===== config.mk =====
export PLATFORM = sky130hd
export DESIGN_NAME = drq_cell
export DESIGN_NICKNAME = d
export VERILOG_FILES = /design/src/drq_pkg.sv /design/src/drq_cell.sv
export SDC_FILE = /design/constraint.sdc
export NUM_CORES = 1
export LEC_CHECK = 0
export BUFFER_PORTS_ARGS = -buffer_cell sky130_fd_sc_hd__clkbuf_2
export CORE_AREA = 2 2 157 159
export CTS_CLUSTER_DIAMETER = 50
export DETAILED_ROUTE_END_ITERATION = 10
export DIE_AREA = 0 0 159 161
export PLACE_DENSITY = 0.69
export SETUP_SLACK_MARGIN = 0.5
export SLEW_MARGIN = 10
export SYNTH_ARGS = -nofsm -noshare
export SYNTH_HDL_FRONTEND = slang
export SYNTH_SLANG_ARGS = --single-unit

===== constraint.sdc =====
create_clock -name aclk -period 15.4 [get_ports aclk]
set_input_delay 3.85 -clock aclk [delete_from_list [all_inputs] [get_ports aclk]]
set_output_delay 3.85 -clock aclk [all_outputs]
set_load 0.02 [all_outputs]

===== src/drq_pkg.sv =====
// Package for the dedup retry queue: codes, field widths and shared types.
// Used by drq_cell, dedup_retry_queue and drq_checker.
package drq_pkg;

    localparam int QUEUE_DEPTH_DEF = 16;
    localparam int KEY_BITS_DEF    = 32;
    localparam int MAX_OUT         = 16;
    localparam int STAMP_W         = 48;
    localparam int TIME_W          = 32;
    localparam int TRIES_W         = 8;
    localparam int INTV_W          = 16;
    localparam int CNT32_W         = 32;

    // input function codes
    localparam logic [1:0] FUNC_ENQ     = 2'd0;
    localparam logic [1:0] FUNC_PASS    = 2'd1;
    localparam logic [1:0] FUNC_OUTCOME = 2'd2;

    // result kinds
    localparam logic [1:0] KIND_ENQ  = 2'd0;
    localparam logic [1:0] KIND_REQ  = 2'd1;
    localparam logic [1:0] KIND_OUT  = 2'd2;
    localparam logic [1:0] KIND_NONE = 2'd3;

    // result status codes
    localparam logic [2:0] ST_NEW      = 3'd0;
    localparam logic [2:0] ST_UPDATED  = 3'd1;
    localparam logic [2:0] ST_SKIPPED  = 3'd2;
    localparam logic [2:0] ST_NEW_DROP = 3'd3;
    localparam logic [2:0] ST_REMOVED  = 3'd4;
    localparam logic [2:0] ST_GIVEN_UP = 3'd5;
    localparam logic [2:0] ST_KEPT     = 3'd6;
    localparam logic [2:0] ST_IGNORED  = 3'd7;

    // register map
    localparam int         PADDR_W      = 3;
    localparam logic [2:0] ADDR_INTV    = 3'd0;
    localparam logic [2:0] ADDR_MAX_ATT = 3'd4;
    localparam logic [INTV_W-1:0]  INTV_RST    = 16'd5;
    localparam logic [TRIES_W-1:0] MAX_ATT_RST = 8'd10;
    localparam logic [TRIES_W-1:0] TRIES_MAX   = 8'hFF;

    // per-entry payload held by a cell (key and slot travel separately)
    typedef struct packed {
        logic [STAMP_W-1:0] stamp;
        logic               action;
        logic [TRIES_W-1:0] tries;
        logic [TIME_W-1:0]  last_try;
    } entry_t;

    // per-cell command from the controller
    typedef struct packed {
        logic load;
        logic shift;
        logic update;
        logic bump;
    } cell_ctrl_t;

endpackage


===== src/drq_cell.sv =====
// One queue position: holds an entry and takes its younger neighbor's entry on shift.
// Depends on drq_pkg.
module drq_cell import drq_pkg::*; #(
    parameter int KEY_BITS = KEY_BITS_DEF,
    parameter int SLOT_W   = 4
) (
    input  logic                aclk,
    input  logic                aresetn,
    input  cell_ctrl_t          ctrl,
    input  logic                nb_valid,
    input  logic [SLOT_W-1:0]   nb_slot,
    input  logic [KEY_BITS-1:0] nb_key,
    input  entry_t              nb_ent,
    input  logic [SLOT_W-1:0]   new_slot,
    input  logic [KEY_BITS-1:0] new_key,
    input  entry_t              new_ent,
    input  logic [INTV_W-1:0]   interval,
    output logic                valid,
    output logic [SLOT_W-1:0]   slot,
    output logic [KEY_BITS-1:0] key,
    output entry_t              ent,
    output logic                due
);

    logic                valid_reg;
    logic [SLOT_W-1:0]   slot_reg, slot_next;
    logic [KEY_BITS-1:0] key_reg, key_next;
    entry_t              ent_reg, ent_next;
    logic [TIME_W-1:0]   elapsed;

    // next entry: load beats shift beats in-place edits
    always_comb begin
        slot_next = slot_reg;
        key_next  = key_reg;
        ent_next  = ent_reg;
        if (ctrl.load) begin
            slot_next = new_slot;
            key_next  = new_key;
            ent_next  = new_ent;
        end else if (ctrl.shift) begin
            slot_next = nb_slot;
            key_next  = nb_key;
            ent_next  = nb_ent;
        end else if (ctrl.update) begin
            ent_next.stamp    = new_ent.stamp;
            ent_next.action   = new_ent.action;
            ent_next.last_try = new_ent.last_try;
        end else if (ctrl.bump) begin
            if (ent_reg.tries != TRIES_MAX) begin
                ent_next.tries = ent_reg.tries + 1'b1;
            end
            ent_next.last_try = new_ent.last_try;
        end
    end

    always_ff @(posedge aclk) begin
        if (!aresetn) begin
            valid_reg <= 1'b0;
        end else if (ctrl.load) begin
            valid_reg <= 1'b1;
        end else if (ctrl.shift) begin
            valid_reg <= nb_valid;
        end
    end

    always_ff @(posedge aclk) begin
        slot_reg <= slot_next;
        key_reg  <= key_next;
        ent_reg  <= ent_next;
    end

    // due test against the broadcast current time; clock going back is not due
    assign elapsed = new_ent.last_try - ent_reg.last_try;
    assign due = valid_reg && (new_ent.last_try >= ent_reg.last_try)
                 && (elapsed >= {{(TIME_W-INTV_W){1'b0}}, interval});

    assign valid = valid_reg;
    assign slot  = slot_reg;
    assign key   = key_reg;
    assign ent   = ent_reg;

endmodule


# Word-level counts from Yosys, hierarchy flattened
# Cells that the tools add are included.
# W data, S select, Z words.
[classes]
addsub = 2
n_lt_le_gt_ge = 2
n_eq_ne = 2
mux = 13
reduce_logical = 8
[ops]
columns = ["operator", "count"]
rows = [
  ["$mux W89", 2],
  ["$mux W32", 3],
  ["$mux W49", 1],
  ["$mux W40", 1],
  ["$ge A32 B16 Y1", 1],
  ["$ge A32 B32 Y1", 1],
  ["$sub A32 B32 Y32", 1],
  ["$mux W8", 2],
  ["$reduce_bool A3 Y1", 3],
  ["$add A8 B1 Y8 const B", 1],
  ["$mux W4", 2],
  ["$ne A8 B8 Y1 const B", 1],
  ["$reduce_bool A4 Y1", 1],
  ["$ne A3 B1 Y1 const B", 1],
  ["$reduce_and A3 Y1", 1],
  ["$logic_and A1 B1 Y1", 2],
  ["$mux W1", 2],
  ["$reduce_bool A2 Y1", 1],
]
[word_totals]
ff_bits = 126
wordCells = 34

# Depth between registers and ports, before layout
# Gate-level depths: netlist of the first run.
[depth]
ltp_word = 6
ltp_mapped = 20

# Worst setup path after synthesis of the first run
# OpenSTA, ideal clock, no wires.
[synth_timing]
path_type = "input to output"
start = "input port new_ent[0] (netlist bit)"
end = "output port due"
arrival_ns = 6.985
required_time_ns = 11.550
slack_ns = 4.565
stages = 20
n_path_buf = 0
cell_sequence = "inv_1 > ha_1 > fa_1 > nand2b_1 > a21oi_1 > nor2_1 > o21ai_0 > a21o_1 > a21oi_1 > xnor2_1 > ha_1 > nand3_1 > a21o_1 > o2111ai_1 > a211oi_1 > o211ai_1 > a211oi_1 > nand4_1 > nor4_1 > a31oi_1"
[synth_between]
elab_chain_cells = 3
[synth_rtl]
columns = ["item", "line_no", "source"]
rows = [
  ["from (decl)", "drq_cell.sv:16", "input entry_t new_ent,"],
  ["$sub A32 B32 Y32 or $ge A32 B32 Y1 (tied branches)", "drq_cell.sv:73, drq_cell.sv:74", ""],
  ["$ge A32 B16 Y1 or $logic_and A1 B1 Y1 (tied branches)", "drq_cell.sv:75, drq_cell.sv:74", ""],
  ["$logic_and A1 B1 Y1 (*)", "drq_cell.sv:75", "&& (elapsed >= {{(TIME_W-INTV_W){1'b0}}, interval});"],
  ["to (decl)", "drq_cell.sv:22", "output logic due"],
]
# Mark *: on every way between the ends. The rest lies on a longest branch, timed or not.

# Final worst setup path of the first run
# Ends and elaborated chain as after synthesis.

==> results of run 1 <==
[placed cells by master, fill, tap and decap left out, types with 5 or more instances in the layout]
cell type  Yosys  final
mux2_2       118    118
nand2b_1       5      5
xnor2_1       14     14
a21o_1         9      9
nor2_1        28     28
xor2_1        10     10
or3_1          6      5
a211oi_1       5      5
nand2_1       43     43
a31oi_1        6      6
o21ai_0       29     29
nand4_1       14     14
inv_6          0      5
nor2b_1        6      5
clkbuf_16      0     17
edfxtp_1     125    125
a21oi_1       45     45
inv_1         53     53
clkbuf_2       0    399
o211ai_1       6      6
ha_1          49     49
nand3_1       12     12
[cell families after synthesis]
kind of cell | after synthesis | synth area share, %
AOI/OAI and AO/OA | 135 | 10.9
xor gates and xnor gates | 24 | 2.68
adders and majority gates | 50 | 8.06
buffers and inverters | 81 | 4.53
DFF | 126 | 48.1
muxes | 121 | 17.3
and+or+nand+nor | 135 | 8.48
[cells in the mapped netlist (3+ instances only)]
master	n	area (µm²)
edfxtp_1	125	3750
mux2_2	118	1330
inv_1	53	199
ha_1	49	613
a21oi_1	45	225
nand2_1	43	161
o21ai_0	29	145
nor2_1	28	105
nand4_1	14	87.6
xnor2_1	14	123
nand3_1	12	60.1
clkbuf_1	11	41.3
xor2_1	10	87.6
a21o_1	9	67.6
a31oi_1	6	37.5
buf_1	6	22.5
nor2b_1	6	37.5
o211ai_1	6	45.0
or3_1	6	37.5
a211oi_1	5	37.5
nand2b_1	5	31.3
buf_4	4	30.0
o2111ai_1	4	35.0
a211o_1	3	26.3
and3_1	3	18.8
buf_2	3	15.0
buf_6	3	33.8
mux2i_1	3	30.0
nand3b_1	3	22.5
nor3_1	3	15.0
nor3b_1	3	22.5
o21a_1	3	22.5
o21bai_1	3	22.5
o22ai_1	3	18.8
or2_2	3	18.8
[where the power goes]
part,internal [mW],switching [mW]
Sequential,0.419,0.0154
Combinational,0.135,0.189
Clock,0.212,0.173
Total,0.766,0.377
[worst min-delay path: cells and delay by family, from the launching register on]
family,cells,cell delay (ns)
DFF,1,0.47
muxes,1,0.21
AOI/OAI and AO/OA,1,0.09
[cell type report]
cell class | instances | area, µm² | area share, %
diodes | 4 | 10.0 | 0.0936
multi-input cells | 465 | 3730 | 34.9
clock buffers | 18 | 429 | 4.01
flip-flops and latches | 126 | 3770 | 35.3
repair buffers | 402 | 2020 | 18.9
inverters | 53 | 199 | 1.86
clock inverters | 14 | 124 | 1.16
well taps | 324 | 405 | 3.79
[metal layers]
metal,vias up,part of all wire (%),GRT usage (%)
li1,3313,-,-
met1,3210,39,23.0
met2,322,49,34.0
met3,45,9.4,7.06
met4,4,3.0,8.14
met5,-,0.096,0
[final timing paths]
path	cells after the start	end	start
setup / recovery	22	due	new_ent[0]
hold reg to reg	2	valid	valid
hold / removal	2	valid	valid
setup reg to reg	5	ent[39]	ent[34]
[stage by stage]
step | cells | util, % | hold WS [ns]
final | 1406 | 44.6 | 0.795
after global routing | 1404 | 44.6 | 0.867
after CTS | 1402 | 44.6 | 0.850
after detailed placement | 1370 | 42.3 | 0.828
after global placement | 1370 | 42.3 | 0.798
after floorplan | 672 | - | 0.736
==> qor.yml, run 1 <==
outcome:
  status: "completed"
clocking:
  clk_pin_slew_ns: 0.06
  cts_buffer_depth: 2
  cts_root_buffer: "clkbuf_16"
  clock_latency_ns: 0.41
  cts_buffers: 17
  post-cts-setup-buffer-count: 0
  ctsResizeCount: 0
  cts_tree: "done"
  cts_hold_buf: 0
  cts.sinks: 126
  h-tree-depth: 4
critical_path:
  startpoint_type: "input pin"
  regToRegSetupSlack_ns: 13.76
  critPathMaxStageDelay_ns: 0.41
  crit_family: "compound AO/OA/AOI/OAI gates"
  crit_type: "in -> out"
  crit_fanout: 3
  worstPathArrival_ns: 7.70
  crit_chain: "clkbuf_2, inv_1, ha_1, fa_1, nand2b_1, a21oi_1, nor2_1, o21ai_0, a21o_1, a21oi_1, xnor2_1, ha_1, nand3_1, a21o_1, o2111ai_1, a211oi_1, o211ai_1, a211oi_1, nand4_1, nor4_1, a31oi_1, clkbuf_2"
  crit_slowest_cell: "fa_1"
  end_kind: "output pin"
  crit_required_ns: 11.55
  crit_buf_inv: 3
power:
  power_density_nw_per_um2: 107
  total_power_mw: 1.14
  p_leak_nw: 4.93
  vdd_drop_max_mv: 0.0586
detailed_routing:
  remaining_drc_errors: 0
  routed_wl_mm: 26.1
  vias_per_cell: 4.90
  ant_nets: 0
  drtIter0Drc: 386
  dr.pass1.iters: 5
  wl_per_cell_um: 18.6
  vias: 6894
final_layout:
  drive_gt1_share_pct: 52.2
  fillers: 2330
  design_area_um2: 10700
  syn2layout_area_growth_pct: 36.2
  finalNetCount: 1388
  largest_register_ffs: 89
place:
  dpl.hpwl_mm: 20.9
  post-place-ws_ns: 3.90
  gp_congestion: 0.900
  placed_area_um2: 10100
  place.port_buffers: 399
floorplanning:
  die_y_um: 161
  io_pins: 400
  row_count: 57
  initial_core_util_pct: 32.8
  die_w_um: 159
  die_area_um2: 25600
  core_um2: 24000
yosys:
  ys_types: 60
  async_flop_share_pct: 0
  yosys_most_used_dff: "edfxtp_1"
  ys_seq_elements: 126
  synth.avg_cell_area_um2: 11.7
  yosysSeqAreaShare_pct: 48.1
  syn-num-nets: 995
  syn_inst: 672
  synth-warning-count: 0
  synthesis.area_um2: 7850
  synth-edff-count: 125
sta:
  post-route-min-period_ns: 11.55
  fmax_mhz: 86.6
  skew_ns: 0.000481
  hold_viol_final: 0
  layout_setup_ws_ns: 3.85
  finalSetupViolCount: 0
  rsz0062_at_grt: "no"
  relSlewSlack_pct: 40.8
  tns_ns: 0
  timing.final.crit_share_pct: 75.0
  drv_slew: 0
  worst_slew_pin_slew_ns: 0.888
global_route:
  grt_pass1_vias: 7241
  grt_overflow: 0
  grt_pass1_wl_mm: 39.4
  grt_util_all_layers_pct: 20.0
  antenna_found_initial: 6
  grt_start_max_net_pins: 60
flow_run:
  cap_violations: 0
min_path:
  hold_class: "reg -> reg"
Note: power is estimated with default switching activity, not from simulation.
==> run 2: changes to the inputs <==
--- a/config.mk
+++ b/config.mk
@@ -5,12 +5,13 @@
 export SDC_FILE = /design/constraint.sdc
 export NUM_CORES = 1
 export LEC_CHECK = 0
+export ABC_AREA = 1
 export BUFFER_PORTS_ARGS = -buffer_cell sky130_fd_sc_hd__clkbuf_2
-export CORE_AREA = 2 2 157 159
+export CORE_AREA = 2 2 155 157
 export CTS_CLUSTER_DIAMETER = 50
 export DETAILED_ROUTE_END_ITERATION = 10
-export DIE_AREA = 0 0 159 161
-export PLACE_DENSITY = 0.69
+export DIE_AREA = 0 0 157 159
+export PLACE_DENSITY = 0.74
 export SETUP_SLACK_MARGIN = 0.5
 export SLEW_MARGIN = 10
 export SYNTH_ARGS = -nofsm -noshare
==> constraint.sdc (replaced) <==
create_clock -name aclk -period 12.05 [get_ports aclk]
set_input_delay 3.0125 -clock aclk [delete_from_list [all_inputs] [get_ports aclk]]
set_output_delay 3.0125 -clock aclk [all_outputs]
set_load 0.02 [all_outputs]
==> qor.yml, run 2 <==
outcome:
  status: "completed"
clocking:
  clock_latency_ns: 0.41
  h-tree-depth: 4
  clk_pin_slew_ns: 0.07
  ctsResizeCount: 0
  cts_buffers: 17
  post-cts-setup-buffer-count: 0
  cts.sinks: 126
  cts_tree: "done"
  cts_hold_buf: 0
  cts_root_buffer: "clkbuf_16"
  cts_buffer_depth: 2
yosys:
  yosys.area.top_type: "edfxtp_1"
  synth.avg_cell_area_um2: 7.15
  synth-edff-count: 125
  syn_inst: 1209
  async_flop_share_pct: 0
  syn-num-nets: 1532
  yosys_most_used_dff: "edfxtp_1"
  synth.area.top_cells: "edfxtp_1, nand2_1, inv_1, ha_1, nand3_1"
  yosys.cell_count.top_type: "nand2_1"
  ys_types: 33
  yosysSeqAreaShare_pct: 43.7
  yosysTopAreaCellShare_pct: 43.4
  synth-warning-count: 0
  ys_seq_elements: 126
  synthesis.area_um2: 8640
  synth_commonest_cells: "nand2_1, inv_1, edfxtp_1"
place:
  dpl.hpwl_mm: 25.2
  place.port_buffers: 399
  gp_congestion: 0.927
floorplanning:
  core_um2: 23200
  io_pins: 400
  die_w_um: 157
  row_count: 56
  die_area_um2: 25000
  initial_core_util_pct: 37.3
  die_y_um: 159
detailed_routing:
  ant_nets: 0
  remaining_drc_errors: 0
  vias: 8893
  dr.pass1.iters: 5
  vias_per_cell: 4.58
  drtIter0Drc: 547
  routed_wl_mm: 30.9
  wl_per_cell_um: 15.9
global_route:
  grt_overflow: 0
  grt_util_all_layers_pct: 24.8
  grt_start_max_net_pins: 82
  antenna_found_initial: 7
  grt_pass1_wl_mm: 47.6
  grt_pass1_vias: 8899
power:
  intPower_mw: 1.00
  switchingPower_mw: 0.571
  p_leak_nw: 6.73
  power_frac_comb_pct: 29.8
  swShare_pct: 36.2
  p_seq_share_pct: 35.5
  power_density_nw_per_um2: 136
  vdd_drop_max_mv: 0.0829
  p_clk_share_pct: 34.7
critical_path:
  end_kind: "output pin"
  reg2reg_depth: 6
  rr_endpoint: "ent[38]"
  reg2reg_from: "ent[32]"
  crit_type: "in -> out"
  startpoint: "new_ent[0]"
  crit_fanout: 3
  startpoint_type: "input pin"
  crit_required_ns: 9.04
  crit_path_end: "due"
  worstPathArrival_ns: 5.76
  regToRegSetupSlack_ns: 10.00
sta:
  finalSetupViolCount: 0
  post-route-min-period_ns: 8.77
  worst_slew_pin_slew_ns: 0.904
  hold_viol_final: 0
  rsz0062_at_grt: "no"
  drv_slew: 0
  tns_ns: 0
  timing.final.crit_share_pct: 72.8
  skew_ns: 0.00464
  fmax_mhz: 114
  relSlewSlack_pct: 39.7
final_layout:
  drive_gt1_share_pct: 28.9
  mostFrequentLayoutCells: "nand2_1, clkbuf_2, inv_1"
  finalNetCount: 1930
  layout_commonest_cell: "nand2_1"
  syn2layout_area_growth_pct: 34.3
  finalCoreUtilization_pct: 50.0
  largest_register_ffs: 89
flow_run:
  cap_violations: 0
min_path:
  hold_class: "reg -> reg"
==> run 2: changes by cell type after synthesis, moves of 7 or more <==
cell	previous run	this run
nand2_2	0	8
nand2_1	43	628
a21o_1	9	1
xnor2_1	14	4
nor2_1	28	49
o21ai_0	29	4
inv_1	53	183
mux2_2	118	0
nand3_1	12	38
clkbuf_1	11	18
a21oi_1	45	23
nor2_2	0	8
==> run 2: critical path, stage by stage <==
cell	delay, ns
clkbuf_2	0.08
inv_1	0.04
ha_1	0.22
fa_1	0.40
inv_1	0.12
nand3_1	0.08
nand3_1	0.13
nand3_1	0.08
nand3_1	0.21
xor2_1	0.14
ha_1	0.20
a21oi_1	0.13
nor2_1	0.06
a211oi_1	0.17
nand3_1	0.10
nor2_1	0.12
nand3_1	0.08
nor2_1	0.09
a21oi_1	0.11
clkbuf_2	0.18
==> run 2: power by group through the flow <==
stage	combinational, mW	clock (mW)	sequential (mW)
6_report	0.470	0.546	0.559
5_1_grt	0.527	0.571	0.564
4_1_cts	0.471	0.553	0.559
3_5_place_dp	0.469	0	0.568
3_3_place_gp	0.462	0	0.567
2_1_floorplan	0.236	0	0.626
==> run 2: layout make-up <==
type                            count  area, µm²
Clock inverter                     15        193
Tap cell                          319        399
Fill cell                        2359      11600
Inverter                          192        721
Clock buffer                       17        425
Multi-Input combinational cell    866       4050
Timing Repair Buffer              404       2030
Sequential cell                   126       3770
Antenna cell                        4       10.0
==> run 2: kinds of logic (layout without fill, tap and decap cells) <==
family          Yosys count  count (layout)  synth area share (%)
compound gates           39              39                  2.65
xor+xnor                 20              20                  2.03
fa+ha+maj                50              50                  7.33
buf+inv                 217             628                  9.51
flops                   126             126                  43.7
other cells               0               4                     0
simple gates            757             757                  34.8
==> run 2: per-stage QoR <==
| stage | instance area (µm²) | setup slack (ns) | power (mW) | hold WS (ns) | instances |
|---|---|---|---|---|---|
| floorplan | 8640 | 3.80 | 0.862 | 0.668 | 1209 |
| global placement | 11000 | 3.32 | 1.03 | 0.671 | 1907 |
| detailed placement | 11000 | 3.30 | 1.04 | 0.668 | 1907 |
| CTS | 11600 | 3.30 | 1.58 | 0.681 | 1939 |
| global route | 11600 | 3.03 | 1.66 | 0.680 | 1942 |
| finish | 11600 | 3.28 | 1.57 | 0.672 | 1943 |
==> run 2: layer usage <==
layer  global-route usage [%]  vias up  share of wire, %
met4                     7.30        2               2.1
met1                     31.2     3996                42
met2                     41.2      314                48
li1                         -     4537                 -
met5                        0        -             0.039
met3                     7.38       44               7.6
==> run 2: how the worst min path moves through the flow <==
stage	depth (start not counted)	slack, ns	from	endpoint
3_3_place_gp	1	0.67	valid	valid
6_report	1	0.67	valid	valid
3_5_place_dp	1	0.67	valid	valid
2_1_floorplan	1	0.67	valid	valid
4_1_cts	1	0.68	valid	valid
5_1_grt	1	0.68	valid	valid
==> run 3: changes to the inputs <==
==> constraint.sdc (replaced) <==
create_clock -name aclk -period 8.5 [get_ports aclk]
set_input_delay 2.125 -clock aclk [delete_from_list [all_inputs] [get_ports aclk]]
set_output_delay 2.125 -clock aclk [all_outputs]
set_load 0.02 [all_outputs]
==> qor.yml, run 3 (synthesis gave the netlist of run 2 again) <==
clocking:
  cts_buffers: 17
  h-tree-depth: 4
  cts.sinks: 126
  cts_tree: "done"
  cts_root_buffer: "clkbuf_16"
  cts_hold_buf: 0
  cts_buffer_depth: 2
  clk_pin_slew_ns: 0.07
  clock_latency_ns: 0.42
  ctsResizeCount: 0
  post-cts-setup-buffer-count: 0
place:
  place.port_buffers: 399
  dpl.hpwl_mm: 25.0
  gp_congestion: 0.937
  numPlacedInstances: 1907
  placed_area_um2: 11000
global_route:
  antenna_found_initial: 5
  grt_start_max_net_pins: 81
  grt_pass1_wl_mm: 47.1
  grt_util_all_layers_pct: 24.7
  grt_pass1_vias: 8721
  grt_overflow: 0
detailed_routing:
  ant_nets: 0
  dr.pass1.iters: 8
  wl_per_cell_um: 15.6
  drtIter0Drc: 471
  vias: 8920
  vias_per_cell: 4.59
  routed_wl_mm: 30.4
  remaining_drc_errors: 0
critical_path:
  crit_path_end: "due"
  rr_endpoint: "ent[38]"
  startpoint: "new_ent[2]"
  worstPathArrival_ns: 4.84
  crit_fanout: 6
  end_kind: "output pin"
  startpoint_type: "input pin"
  reg2reg_from: "ent[32]"
  regToRegSetupSlack_ns: 6.10
  reg2reg_depth: 6
  crit_type: "in -> out"
  crit_required_ns: 6.38
sta:
  worst_slew_pin_slew_ns: 1.16
  hold_viol_final: 0
  rsz0062_at_grt: "no"
  fmax_mhz: 144
  relSlewSlack_pct: 21.7
  finalSetupViolCount: 0
  tns_ns: 0
  post-route-min-period_ns: 6.96
  skew_ns: 0.00234
  drv_slew: 0
  timing.final.crit_share_pct: 81.9
power:
  vdd_drop_max_mv: 0.114
  total_power_mw: 2.22
  p_leak_nw: 6.72
  power_density_nw_per_um2: 192
floorplanning:
  initial_core_util_pct: 37.3
  row_count: 56
  die_area_um2: 25000
  core_um2: 23200
  io_pins: 400
  die_w_um: 157
  die_y_um: 159
final_layout:
  mostFrequentLayoutCells: "nand2_1, clkbuf_2, inv_1"
  layout_commonest_cell: "nand2_1"
  design_area_um2: 11600
  largest_register_ffs: 89
  syn2layout_area_growth_pct: 34.1
  drive_gt1_share_pct: 28.8
  stdcell_count: 1944
  finalNetCount: 1930
flow_run:
  cap_violations: 0
outcome:
  status: "completed"
min_path:
  hold_class: "reg -> reg"
==> run 3: area by class of cell <==
| cell class | instances | area (µm²) |
|---|---|---|
| Antenna cell | 5 | 12.5 |
| Clock buffer | 17 | 425 |
| Clock inverter | 15 | 175 |
| Fill cell | 2358 | 11600 |
| Inverter | 192 | 721 |
| Multi-Input combinational cell | 866 | 4050 |
| Sequential cell | 126 | 3770 |
| Tap cell | 319 | 399 |
| Timing Repair Buffer | 404 | 2030 |
==> run 3: routing by layer <==
layer | vias to the layer above | track usage, % | wire (µm)
li1 | 4546 | - | -
met1 | 4022 | 31.3 | 13000
met2 | 309 | 40.4 | 14500
met3 | 43 | 6.64 | 2190
met4 | 0 | 9.22 | 802
met5 | - | 0 | 0
==> run 3: through the flow <==
stage	hold WS [ns]	util [%]	setup slack, ns
after CTS	0.683	49.9	1.53
after global routing	0.685	50.0	1.19
after global placement	0.673	47.3	1.60
after floorplan	0.668	-	2.03
final	0.671	50.0	1.54
after detailed placement	0.678	47.3	1.54
==> run 3: worst min path at each step <==
stage / from / endpoint / slack, ns / cells past startpoint
6_report: valid / valid / 0.67 / 1
2_1_floorplan: valid / valid / 0.67 / 1
4_1_cts: valid / valid / 0.68 / 1
5_1_grt: valid / valid / 0.68 / 1
3_5_place_dp: valid / valid / 0.68 / 1
3_3_place_gp: valid / valid / 0.67 / 1
==> run 3: report_power, final <==
part	internal, mW	switching (mW)
Combinational	0.235	0.427
Sequential	0.762	0.0322
Clock	0.443	0.322
==> run 3: critical path, cell delays in order <==
cell and delay [ns]:
clkbuf_2 0.11, ha_1 0.38, nand2_1 0.10, nand2_1 0.09
inv_2 0.08, nand2_4 0.06, nand2_2 0.06, nand2_2 0.08
nand2_1 0.09, nand2_2 0.06, xor2_1 0.16, ha_1 0.31
inv_1 0.05, nor3_1 0.16, nor3_1 0.07, a21oi_1 0.16
nor2_1 0.07, nand3_1 0.08, nor2_1 0.04, a21oi_1 0.26
clkbuf_2 0.23
